### config.mk
export PLATFORM = sky130hd
export DESIGN_NAME = mbbti_ctrl
export DESIGN_NICKNAME = d
export VERILOG_FILES = /design/src/sv/mbbti_pkg.sv /design/src/sv/mbbti_ctrl.sv
export VERILOG_INCLUDE_DIRS = /design/src /design/src/sv
export SDC_FILE = /design/constraint.sdc
export NUM_CORES = 1
export LEC_CHECK = 0
export ABC_CLOCK_PERIOD_IN_PS = 3300
export BUFFER_PORTS_ARGS = -buffer_cell sky130_fd_sc_hd__buf_2
export CORE_MARGIN = 2
export CORE_UTILIZATION = 58
export CTS_CLUSTER_SIZE = 40
export DETAILED_ROUTE_END_ITERATION = 16
export MAX_ROUTING_LAYER = met4
export PLACE_DENSITY = 0.89
export SLEW_MARGIN = 10
export SYNTH_ARGS = -nofsm -noshare
export SYNTH_HDL_FRONTEND = slang
export SYNTH_SLANG_ARGS = --single-unit
### constraint.sdc
create_clock -name clk_i -period 3.3 [get_ports clk_i]
set_input_delay 0.495 -clock clk_i [delete_from_list [all_inputs] [get_ports clk_i]]
set_output_delay 0.495 -clock clk_i [all_outputs]
set_load 0.01 [all_outputs]
### src/sv/multi_box_bilinear_table_interp_top_defines.svh
// ----------------------------------------------------------------------------
// multi_box_bilinear_table_interp_top_defines
// assertion macros shared by the interpolator rtl
// ----------------------------------------------------------------------------
`ifndef MULTI_BOX_BILINEAR_TABLE_INTERP_TOP_DEFINES_SVH
`define MULTI_BOX_BILINEAR_TABLE_INTERP_TOP_DEFINES_SVH

`ifndef ASSERT_OFF
`define MBBTI_ASSERT_IMPL(lbl, clk, rst_n, ante, cons) \
  lbl: assert property (@(posedge clk) disable iff (!rst_n) (ante) |-> (cons)) \
    else $error("assertion failed");
`define MBBTI_ASSERT_NEXT(lbl, clk, rst_n, ante, cons) \
  lbl: assert property (@(posedge clk) disable iff (!rst_n) (ante) |=> (cons)) \
    else $error("assertion failed");
`else
`define MBBTI_ASSERT_IMPL(lbl, clk, rst_n, ante, cons)
`define MBBTI_ASSERT_NEXT(lbl, clk, rst_n, ante, cons)
`endif

`endif

### src/sv/mbbti_pkg.sv
// ----------------------------------------------------------------------------
// mbbti_pkg
// shared types and constants of the multi-box bilinear interpolator
// ----------------------------------------------------------------------------
package mbbti_pkg;

  localparam int MAX_BOXES     = 8;
  localparam int WORDS_PER_BOX = 6;
  localparam int SAMPLE_DEPTH  = 65536;

  localparam int DESC_DEPTH = MAX_BOXES * WORDS_PER_BOX;
  localparam int DESC_AW    = $clog2(DESC_DEPTH);
  localparam int SAMPLE_AW  = $clog2(SAMPLE_DEPTH);
  localparam int BOX_W      = $clog2(MAX_BOXES + 1);
  localparam int FLD_W      = $clog2(WORDS_PER_BOX);
  localparam int BASE_W     = 50;

  // shared divider: quotient bits, divisor bits, dividend bits
  localparam int DIV_QW = 34;
  localparam int DIV_DW = 33;
  localparam int DIV_NW = DIV_DW + DIV_QW - 1;
  localparam int DIV_CW = $clog2(DIV_QW);

  typedef logic [1:0] action_t;
  localparam action_t ACT_DESC   = 2'd0;
  localparam action_t ACT_SAMPLE = 2'd1;
  localparam action_t ACT_QUERY  = 2'd2;

  // register select, taken from paddr bit 2
  localparam logic REG_SCAN_ORDER = 1'b0;

  typedef enum logic [1:0] {
    STS_OK, STS_X_OUT, STS_Y_OUT, STS_ADDR
  } status_e;

  typedef struct packed {
    logic [1:0]         action;
    logic [15:0]        address;
    logic signed [31:0] write_value;
    logic signed [31:0] x_coord;
    logic signed [31:0] y_coord;
  } in_item_t;

  typedef struct packed {
    logic signed [31:0] interp_value;
    status_e            status;
  } out_item_t;

  typedef enum logic [4:0] {
    ST_IDLE, ST_FETCH, ST_MULX, ST_MULY, ST_MULB, ST_TEST, ST_RANGE,
    ST_DIVX, ST_DIVX_W, ST_DIVY, ST_DIVY_W, ST_AMUL, ST_ASUM, ST_ACHK,
    ST_SFETCH, ST_BMUL_A, ST_BMUL_B, ST_BDIV, ST_BDIV_W, ST_EMIT
  } state_e;

  typedef enum logic [4:0] {
    OP_NOP, OP_START, OP_FETCH, OP_MULX, OP_MULY, OP_MULB, OP_TEST,
    OP_DIVX, OP_TAKEX, OP_DIVY, OP_TAKEY, OP_AMUL, OP_ASUM, OP_SFETCH,
    OP_BMUL_A, OP_BMUL_B, OP_BDIV, OP_BTAKE
  } op_e;

  typedef enum logic [1:0] {
    BL_R1, BL_R2, BL_P
  } blend_e;

  typedef struct packed {
    op_e     op;
    blend_e  sel;
    logic    load;
    status_e code;
  } cmd_t;

  typedef struct packed {
    logic n_zero;
    logic fld_last;
    logic hit;
    logic last_box;
    logic x_out;
    logic y_out;
    logic div_busy;
    logic a_bad;
    logic s_last;
  } sts_t;

endpackage

### src/sv/mbbti_ctrl.sv
// ----------------------------------------------------------------------------
// mbbti_ctrl
// query sequencer and output register control
// ----------------------------------------------------------------------------
`include "multi_box_bilinear_table_interp_top_defines.svh"

module mbbti_ctrl (
  input  logic            clk_i,
  input  logic            rst_ni,
  input  logic            query_i,
  input  logic            scan_order_i,
  input  mbbti_pkg::sts_t sts_i,
  input  logic            out_stall_i,
  output mbbti_pkg::cmd_t cmd_o,
  output logic            in_stall_o,
  output logic            out_valid_o
);

  mbbti_pkg::state_e  state_q, state_d;
  mbbti_pkg::status_e code_q, code_d;
  mbbti_pkg::blend_e  blend_q, blend_d;
  logic               out_valid_q, out_valid_d;
  mbbti_pkg::status_e miss_code;

  assign miss_code = scan_order_i ? mbbti_pkg::STS_Y_OUT : mbbti_pkg::STS_X_OUT;

  always_ff @(posedge clk_i or negedge rst_ni) begin
    if (!rst_ni) begin
      state_q     <= mbbti_pkg::ST_IDLE;
      code_q      <= mbbti_pkg::STS_OK;
      blend_q     <= mbbti_pkg::BL_R1;
      out_valid_q <= 1'b0;
    end else begin
      state_q     <= state_d;
      code_q      <= code_d;
      blend_q     <= blend_d;
      out_valid_q <= out_valid_d;
    end
  end

  always_comb begin
    state_d     = state_q;
    code_d      = code_q;
    blend_d     = blend_q;
    out_valid_d = out_valid_q && out_stall_i;
    cmd_o.op    = mbbti_pkg::OP_NOP;
    cmd_o.sel   = blend_q;
    cmd_o.load  = 1'b0;
    cmd_o.code  = code_q;
    case (state_q)
      mbbti_pkg::ST_IDLE: begin
        if (query_i) begin
          cmd_o.op = mbbti_pkg::OP_START;
          if (sts_i.n_zero) begin
            code_d  = miss_code;
            state_d = mbbti_pkg::ST_EMIT;
          end else begin
            state_d = mbbti_pkg::ST_FETCH;
          end
        end
      end
      mbbti_pkg::ST_FETCH: begin
        cmd_o.op = mbbti_pkg::OP_FETCH;
        if (sts_i.fld_last) begin
          state_d = mbbti_pkg::ST_MULX;
        end
      end
      mbbti_pkg::ST_MULX: begin
        cmd_o.op = mbbti_pkg::OP_MULX;
        state_d  = mbbti_pkg::ST_MULY;
      end
      mbbti_pkg::ST_MULY: begin
        cmd_o.op = mbbti_pkg::OP_MULY;
        state_d  = mbbti_pkg::ST_MULB;
      end
      mbbti_pkg::ST_MULB: begin
        cmd_o.op = mbbti_pkg::OP_MULB;
        state_d  = mbbti_pkg::ST_TEST;
      end
      mbbti_pkg::ST_TEST: begin
        cmd_o.op = mbbti_pkg::OP_TEST;
        if (sts_i.hit) begin
          state_d = mbbti_pkg::ST_RANGE;
        end else if (sts_i.last_box) begin
          code_d  = miss_code;
          state_d = mbbti_pkg::ST_EMIT;
        end else begin
          state_d = mbbti_pkg::ST_FETCH;
        end
      end
      mbbti_pkg::ST_RANGE: begin
        if (sts_i.x_out) begin
          code_d  = mbbti_pkg::STS_X_OUT;
          state_d = mbbti_pkg::ST_EMIT;
        end else if (sts_i.y_out) begin
          code_d  = mbbti_pkg::STS_Y_OUT;
          state_d = mbbti_pkg::ST_EMIT;
        end else begin
          state_d = mbbti_pkg::ST_DIVX;
        end
      end
      mbbti_pkg::ST_DIVX: begin
        cmd_o.op = mbbti_pkg::OP_DIVX;
        state_d  = mbbti_pkg::ST_DIVX_W;
      end
      mbbti_pkg::ST_DIVX_W: begin
        if (!sts_i.div_busy) begin
          cmd_o.op = mbbti_pkg::OP_TAKEX;
          state_d  = mbbti_pkg::ST_DIVY;
        end
      end
      mbbti_pkg::ST_DIVY: begin
        cmd_o.op = mbbti_pkg::OP_DIVY;
        state_d  = mbbti_pkg::ST_DIVY_W;
      end
      mbbti_pkg::ST_DIVY_W: begin
        if (!sts_i.div_busy) begin
          cmd_o.op = mbbti_pkg::OP_TAKEY;
          state_d  = mbbti_pkg::ST_AMUL;
        end
      end
      mbbti_pkg::ST_AMUL: begin
        cmd_o.op = mbbti_pkg::OP_AMUL;
        state_d  = mbbti_pkg::ST_ASUM;
      end
      mbbti_pkg::ST_ASUM: begin
        cmd_o.op = mbbti_pkg::OP_ASUM;
        state_d  = mbbti_pkg::ST_ACHK;
      end
      mbbti_pkg::ST_ACHK: begin
        if (sts_i.a_bad) begin
          code_d  = mbbti_pkg::STS_ADDR;
          state_d = mbbti_pkg::ST_EMIT;
        end else begin
          state_d = mbbti_pkg::ST_SFETCH;
        end
      end
      mbbti_pkg::ST_SFETCH: begin
        cmd_o.op = mbbti_pkg::OP_SFETCH;
        if (sts_i.s_last) begin
          blend_d = mbbti_pkg::BL_R1;
          state_d = mbbti_pkg::ST_BMUL_A;
        end
      end
      mbbti_pkg::ST_BMUL_A: begin
        cmd_o.op = mbbti_pkg::OP_BMUL_A;
        state_d  = mbbti_pkg::ST_BMUL_B;
      end
      mbbti_pkg::ST_BMUL_B: begin
        cmd_o.op = mbbti_pkg::OP_BMUL_B;
        state_d  = mbbti_pkg::ST_BDIV;
      end
      mbbti_pkg::ST_BDIV: begin
        cmd_o.op = mbbti_pkg::OP_BDIV;
        state_d  = mbbti_pkg::ST_BDIV_W;
      end
      mbbti_pkg::ST_BDIV_W: begin
        if (!sts_i.div_busy) begin
          cmd_o.op = mbbti_pkg::OP_BTAKE;
          case (blend_q)
            mbbti_pkg::BL_R1: begin
              blend_d = mbbti_pkg::BL_R2;
              state_d = mbbti_pkg::ST_BMUL_A;
            end
            mbbti_pkg::BL_R2: begin
              blend_d = mbbti_pkg::BL_P;
              state_d = mbbti_pkg::ST_BMUL_A;
            end
            default: begin
              code_d  = mbbti_pkg::STS_OK;
              state_d = mbbti_pkg::ST_EMIT;
            end
          endcase
        end
      end
      mbbti_pkg::ST_EMIT: begin
        if (!out_valid_q || !out_stall_i) begin
          cmd_o.load  = 1'b1;
          out_valid_d = 1'b1;
          state_d     = mbbti_pkg::ST_IDLE;
        end
      end
      default: state_d = mbbti_pkg::ST_IDLE;
    endcase
  end

  assign in_stall_o  = (state_q != mbbti_pkg::ST_IDLE);
  assign out_valid_o = out_valid_q;

  `MBBTI_ASSERT_NEXT(a_query_leaves_idle, clk_i, rst_ni, query_i, state_q != mbbti_pkg::ST_IDLE)
  `MBBTI_ASSERT_IMPL(a_rise_from_emit, clk_i, rst_ni, $rose(out_valid_q), $past(state_q) == mbbti_pkg::ST_EMIT)
  `MBBTI_ASSERT_NEXT(a_div_runs, clk_i, rst_ni, state_q == mbbti_pkg::ST_BDIV, sts_i.div_busy)
  `MBBTI_ASSERT_IMPL(a_ok_after_all_blends, clk_i, rst_ni, (state_q == mbbti_pkg::ST_EMIT) && (code_q == mbbti_pkg::STS_OK), blend_q == mbbti_pkg::BL_P)

endmodule

==> results.md, run 1 <==
- Status: complete, no violations
- Int Pwr: 0.556 mW
- Worst Path Max Fanout: 25
- Register area share after synthesis: between 20% and 30%
- CP peak stage delay: 0.82 ns
- Hold WC Path Type: in -> async
- Register clock-pin slew on the reported worst setup and hold paths: about 0.070 ns
- Slew headroom: 51.2%
- Period minus WS final: 2.51 ns
- Post_cts resized: 0
- Antenna violations before repair: 0
- TritonCTS Buffers: 3
- Max-cap violations: 0
- WP data required: 2.80 ns
- Synthesized net count: between 150 and 200
- Diodes inserted: 0
- Family with the most delay on the worst path: flip-flops
- Final Total Pwr: 1.13 mW
- Total core area: 1940 sq um
- CP bufs+invs: 1
- Slowest cell on crit path: dfrtp_1
- Synth cell types: 57
- Worst Max-Slew Pin Slew: 0.732 ns
- TritonCTS clock tree: built
- Iteration-0 DRC Markers: 70
- NumNets Final: 179
- DP Worst Slack: 1.14 ns
- Worst VDD drop: 632 uV
- Switching share of total power: about half
- Ys Warns: 0
- Placed Area: 1250 sq um
- Area growth, synth to finish: 8.87%
- Die Y: 49.2 microns
- Port buffer count: 25
- Post-Synthesis Cells: 146
- Yosys top cell area share: 21.1%
- ANT nets after route: 0
- Setup TNS Final: 0 ns
- Vias: 1274
- Vias per cell: around 6.7
- Register bit total from synthesis: 10
- Starting Density: roughly three fifths
- Width of the die: 49.2 microns
- Fraction of layout instances using a drive strength above 1: 31.7%
- RSZ-0062 raised after global routing: no
- Worst setup margin: roughly 0.79 ns
- Mean Syn Cell Area: ~8.1 sq um
- DP Wirelength: 2.39 mm
- Skew final: between 0.005 and 0.006 ns
- Area occupied by multi-input gates: a little over 800 sq um
- H-tree depth: 1
- Switch Pwr: 0.576 mW
- FF/Latch Area: 250 sq um
- First-pass GRT wire length: 5.53 mm
- # rows: 16
- Clk_lat worst skew: 0.27 ns
- Pleak: roughly 0.53 nW
- Num ports: 26
- Post-route DRC: 0
- Crit Path Class: reg -> out
- Drt wl/cell: 16.8 microns
- Combinational share of power: around three fifths
- Top cells by area, synth: dfrtp_1 21%, nor2_1 5.1%, o21ai_0 4.2%
- Slew Limit Fails: 0
- Max Fclk: roughly 0.4 GHz
- Design area: 1290 sq um
- Clock tree sinks: 10
- All-Layer GR Usage: between 30% and 40%
- GRT Residual Overflow: 0
- DIE AREA: 2420 sq um
- Fin crit share: 76.0%
- Critical path, cell by cell: nor2b_2 -> nand2_1 -> a31oi_1 -> o21ai_0 -> buf_2
- Synth area leader: dfrtp_1
- Hold Fails Final Rpt: 0
- Maximum root-to-sink buffer count: 2
- Clock root cell: clkbuf_4
- Post-CTS setup buffer count: 0
- Reg power frac: 28.4%
- PD cells: 878 nW/um^2
- Final RePlAce weighted congestion: 1.00
- Worst Setup Start Kind: flip-flop
- Crit path DAT: 2.01 ns
- Share of total power in the clock network: 10.0%
- Post-Syn Area: around 1200 sq um
- Vias in the first global route: between 1000 and 1500
- Critical Path End Type: output port
- Final setup vio count: 0
- Fillers: 166
- Pin count of the biggest net entering global routing: 26
- Hold buffers post-CTS: 0
- Drt total wl: 3.22 mm
- DRT Pass-1 Iters: 5
[synth_stat cells, drive strengths merged]
| library cell | n |
|---|---|
| a2111oi | 1 |
| a21boi | 1 |
| a21oi | 9 |
| a221oi | 1 |
| a22o | 2 |
| a22oi | 2 |
| a31oi | 4 |
| a32oi | 2 |
| a41oi | 1 |
| and2b | 1 |
| and3b | 1 |
| and4 | 1 |
| buf | 11 |
| dfrtp | 10 |
| inv | 6 |
| mux2 | 3 |
| mux2i | 1 |
| nand2 | 12 |
| nand2b | 5 |
| nand3 | 5 |
| nand3b | 3 |
| nor2 | 20 |
| nor2b | 2 |
| nor3 | 6 |
| nor3b | 2 |
| o2111ai | 2 |
| o211a | 1 |
| o211ai | 1 |
| o21a | 1 |
| o21ai | 13 |
| o22ai | 2 |
| o2bb2ai | 1 |
| o311a | 2 |
| o311ai | 2 |
| o31ai | 3 |
| or2 | 1 |
| or3 | 5 |
[cells by family after synthesis]
logic type             synth area share [%]
AND/OR/NAND/NOR                        32.5
AO/OA/AOI/OAI                          32.8
buffers and inverters                  9.50
flip-flops                             21.1
multiplexers                           4.01
[power by group through the flow]
| stage | registers (mW) | logic (mW) | clock network (mW) |
|---|---|---|---|
| 3_5_place_dp | 0.315 | 0.688 | 0 |
| 6_report | 0.322 | 0.697 | 0.113 |
| 4_1_cts | 0.314 | 0.691 | 0.115 |
| 5_1_grt | 0.332 | 0.775 | 0.121 |
| 3_3_place_gp | 0.310 | 0.675 | 0 |
| 2_1_floorplan | 0.214 | 0.659 | 0 |
[state kept, by name, indices dropped and copies added (netlist names)]
signal       cells
code_q           2
out_valid_o      1
blend_q          2
state_q          5
[path summary, 6_finish.rpt]
check	startpoint	to	slack, ns	cells past startpoint
setup / recovery	state_q[0]$_DFFE_PN0P_	cmd_o[7]	0.79	5
setup reg to reg	state_q[0]$_DFFE_PN0P_	state_q[4]$_DFFE_PN0P_	1.20	4
max in group asynchronous	rst_ni	blend_q[1]$_DFFE_PN0P_	3.04	1
hold / removal	rst_ni	blend_q[0]$_DFFE_PN0P_	0.07	1
hold reg to reg	code_q[1]$_DFFE_PN0P_	code_q[1]$_DFFE_PN0P_	0.49	1
min in group clk_i	out_stall_i	out_valid_o$_DFF_PN0_	0.43	3
[through the flow]
step	utilization, %	hold slack (ns)	instances
3_5_place_dp	64.6	0.367	187
4_1_cts	66.4	0.0699	191
6_report	66.4	0.0658	191
3_3_place_gp	64.6	0.362	187
2_1_floorplan	-	0.199	146
5_1_grt	66.4	0.0844	191
[placed cells by master, fill, tap and decap left out, types with 2 or more instances in the layout]
cell type / instances
o21ai_1: 2
a21oi_1: 9
or3_1: 4
a32oi_1: 2
nor3_1: 3
nor2_1: 16
a31oi_1: 3
nand3b_1: 2
o21ai_0: 10
dfrtp_1: 10
nand2_1: 11
mux2_1: 2
nand3_1: 5
o31ai_1: 3
inv_1: 6
nor3b_1: 2
nand2b_1: 3
nor3_2: 2
a22o_1: 2
buf_2: 25
o311a_1: 2
nor2_2: 3
clkbuf_4: 3
[routing by layer]
metal	global-route usage [%]	wire [microns]
met5	-	0
met2	45.7	1550
met1	39.8	1250
met4	12.4	51
met3	7.06	363
[layout make-up]
class | count | area share [%]
inverter | 6 | 1.75
timing repair buffer | 25 | 9.70
tap | 27 | 2.62
multi-input combinational | 119 | 63.7
clock buffer | 4 | 2.81
sequential | 10 | 19.4
Power figures use the tool's default switching activity.
==> inputs of run 2 (changes only) <==
Settings changed: ABC_CLOCK_PERIOD_IN_PS 3300 to 2330, CORE_UTILIZATION 58 to 54, PLACE_DENSITY 0.89 to 0.84.
Clock period 3.3 ns to 2.33 ns, I/O delays scaled along.
==> results.md, run 2 (same netlist as run 1, synthesis figures left out) <==
- Post-CTS setup buffer count: 0
- Max-cap violations: 0
- Vias: 1306
- Period minus WS final: 2.19 ns
- Total core area: between 2000 and 2500 sq um
- Pleak: between 0.5 and 0.6 nW
- NumNets Final: 184
- Max Fclk: approximately 0.46 GHz
- Critical path, cell by cell: buf_4 -> or3_1 -> o311ai_1 -> a22o_1 -> buf_2
- Worst Max-Slew Pin Slew: about 0.59 ns
- Diodes inserted: 0
- Crit Path Class: reg -> out
- Worst Setup Start Kind: flip-flop
- Vias in the first global route: 1254
- Worst Path Max Fanout: 16
- ANT nets after route: 0
- Critical Path End Type: output port
- TritonCTS clock tree: built
- Hold WS: 0.287 ns
- Slowest cell on crit path: dfrtp_1
- RSZ-0062 raised after global routing: no
- Worst VDD drop: a little over 900 uV
- Largest register FFs: 5
- First-pass GRT wire length: 5.75 mm
- DP Wirelength: 2.65 mm
- Largest regs: state_q: 5 flops, blend_q: 2 flops, code_q: 2 flops
- Biggest register: state_q
- Fillers: between 150 and 200
- Hold WC Path Type: in -> reg
- PD cells: 1260 nW/um^2
- WP data required: 1.98 ns
- Status: complete, no violations
- Fin crit share: 94.0%
- Num ports: 26
- Width of the die: 50.8 microns
- Port buffer count: 25
- Post-route DRC: 0
- Die Y: approximately 51 microns
- Hold Fails Final Rpt: 0
- TritonCTS Buffers: 3
- Min-delay src: out_stall_i
- DIE AREA: 2580 sq um
- Clock tree sinks: 10
- GRT Residual Overflow: 0
- Commonest non-fill, non-tap cells in the layout: 25 x buf_2, 16 x nor2_1, 11 x nand2_1
- DRT Pass-1 Iters: 4
- Vias per cell: about 6.7
- Starting Density: between 50% and 60%
- Register clock-pin slew on the reported worst setup and hold paths: 0.07 ns
- Pin count of the biggest net entering global routing: 23
- Antenna violations before repair: 0
- RR Startpoint: state_q[0]$_DFFE_PN0P_
- Slew Limit Fails: 0
- Clock root cell: clkbuf_4
- Maximum root-to-sink buffer count: 2
- Skew final: roughly 0.0047 ns
- CP peak stage delay: 0.57 ns
- Setup TNS Final: 0 ns
- Fraction of layout instances using a drive strength above 1: between 30% and 40%
- Area growth, synth to finish: 12.5%
- All-Layer GR Usage: 30.3%
- Drt total wl: 3.53 mm
- CP bufs+invs: 2
- Clk_lat worst skew: 0.28 ns
- Iteration-0 DRC Markers: 67
- # rows: 16
- Commonest non-fill, non-tap cell in the layout: buf_2
- Drt wl/cell: 18.0 microns
- Crit path DAT: approximately 1.8 ns
- Worst setup path start: state_q[0]$_DFFE_PN0P_
- Slew headroom: 60.7%
- Final setup vio count: 0
- Family with the most delay on the worst path: flip-flops
- H-tree depth: 1
- Final RePlAce weighted congestion: roughly 1
run 2: final timing paths:
path / slack, ns / endpoint / cells after the start
worst max register to register: 0.32 / state_q[2]$_DFFE_PN0P_ / 5
worst min register to register: 0.50 / code_q[0]$_DFFE_PN0P_ / 1
worst max-delay path: 0.14 / cmd_o[5] / 5
max in group asynchronous: 1.64 / state_q[1]$_DFFE_PN0P_ / 2
min in group asynchronous: 0.47 / state_q[4]$_DFFE_PN0P_ / 2
worst min-delay path: 0.29 / out_valid_o$_DFF_PN0_ / 3
run 2: stage by stage:
step	std cells	utilization, %	power, mW	setup slack, ns	cell area [sq um]
after floorplan	146	-	1.24	0.676	1180
after global placement	191	63.5	1.45	0.409	1280
after detailed placement	191	63.5	1.48	0.342	1280
after CTS	196	65.8	1.65	0.0887	1330
after global routing	196	65.9	1.80	0.0341	1330
final	196	65.9	1.68	0.139	1330
run 2: cell type report:
cell class / instances / area [sq um] / share of cell area, %
Tap cell: 27 / 33.8 / 2.54
Timing Repair Buffer: 30 / 165 / 12.4
Sequential cell: 10 / 253 / 19.0
Multi-Input combinational cell: 119 / 822 / 61.7
Inverter: 6 / 22.5 / 1.69
Clock buffer: 4 / 36.3 / 2.72
run 2: timing repair:
item                                    in CTS  in global routing
hold endpoints to repair                    10                  0
resized for setup                            0                  2
endpoints found under the setup margin       0                  1
hold buffers                                 1                  0
run 2: worst register-to-register path: cells and delay by family (launching register included):
family	cells	cell delay, ns
compound gates	2	0.65
flops	1	0.67
simple gates	3	0.61
run 2: metal layers:
| layer | vias up | wire [microns] | track usage (%) |
|---|---|---|---|
| li1 | 587 | - | - |
| met1 | 636 | 1430 | 35.9 |
| met2 | 74 | 1720 | 49.8 |
| met3 | 9 | 314 | 7.31 |
| met4 | 0 | 59 | 11.7 |
| met5 | - | 0 | - |
run 2: report_power, final:
group / switching, mW / internal (mW)
Clock: 0.0690 / 0.0951
Combinational: 0.596 / 0.487
Sequential: 0.188 / 0.243
Total: 0.853 / 0.825
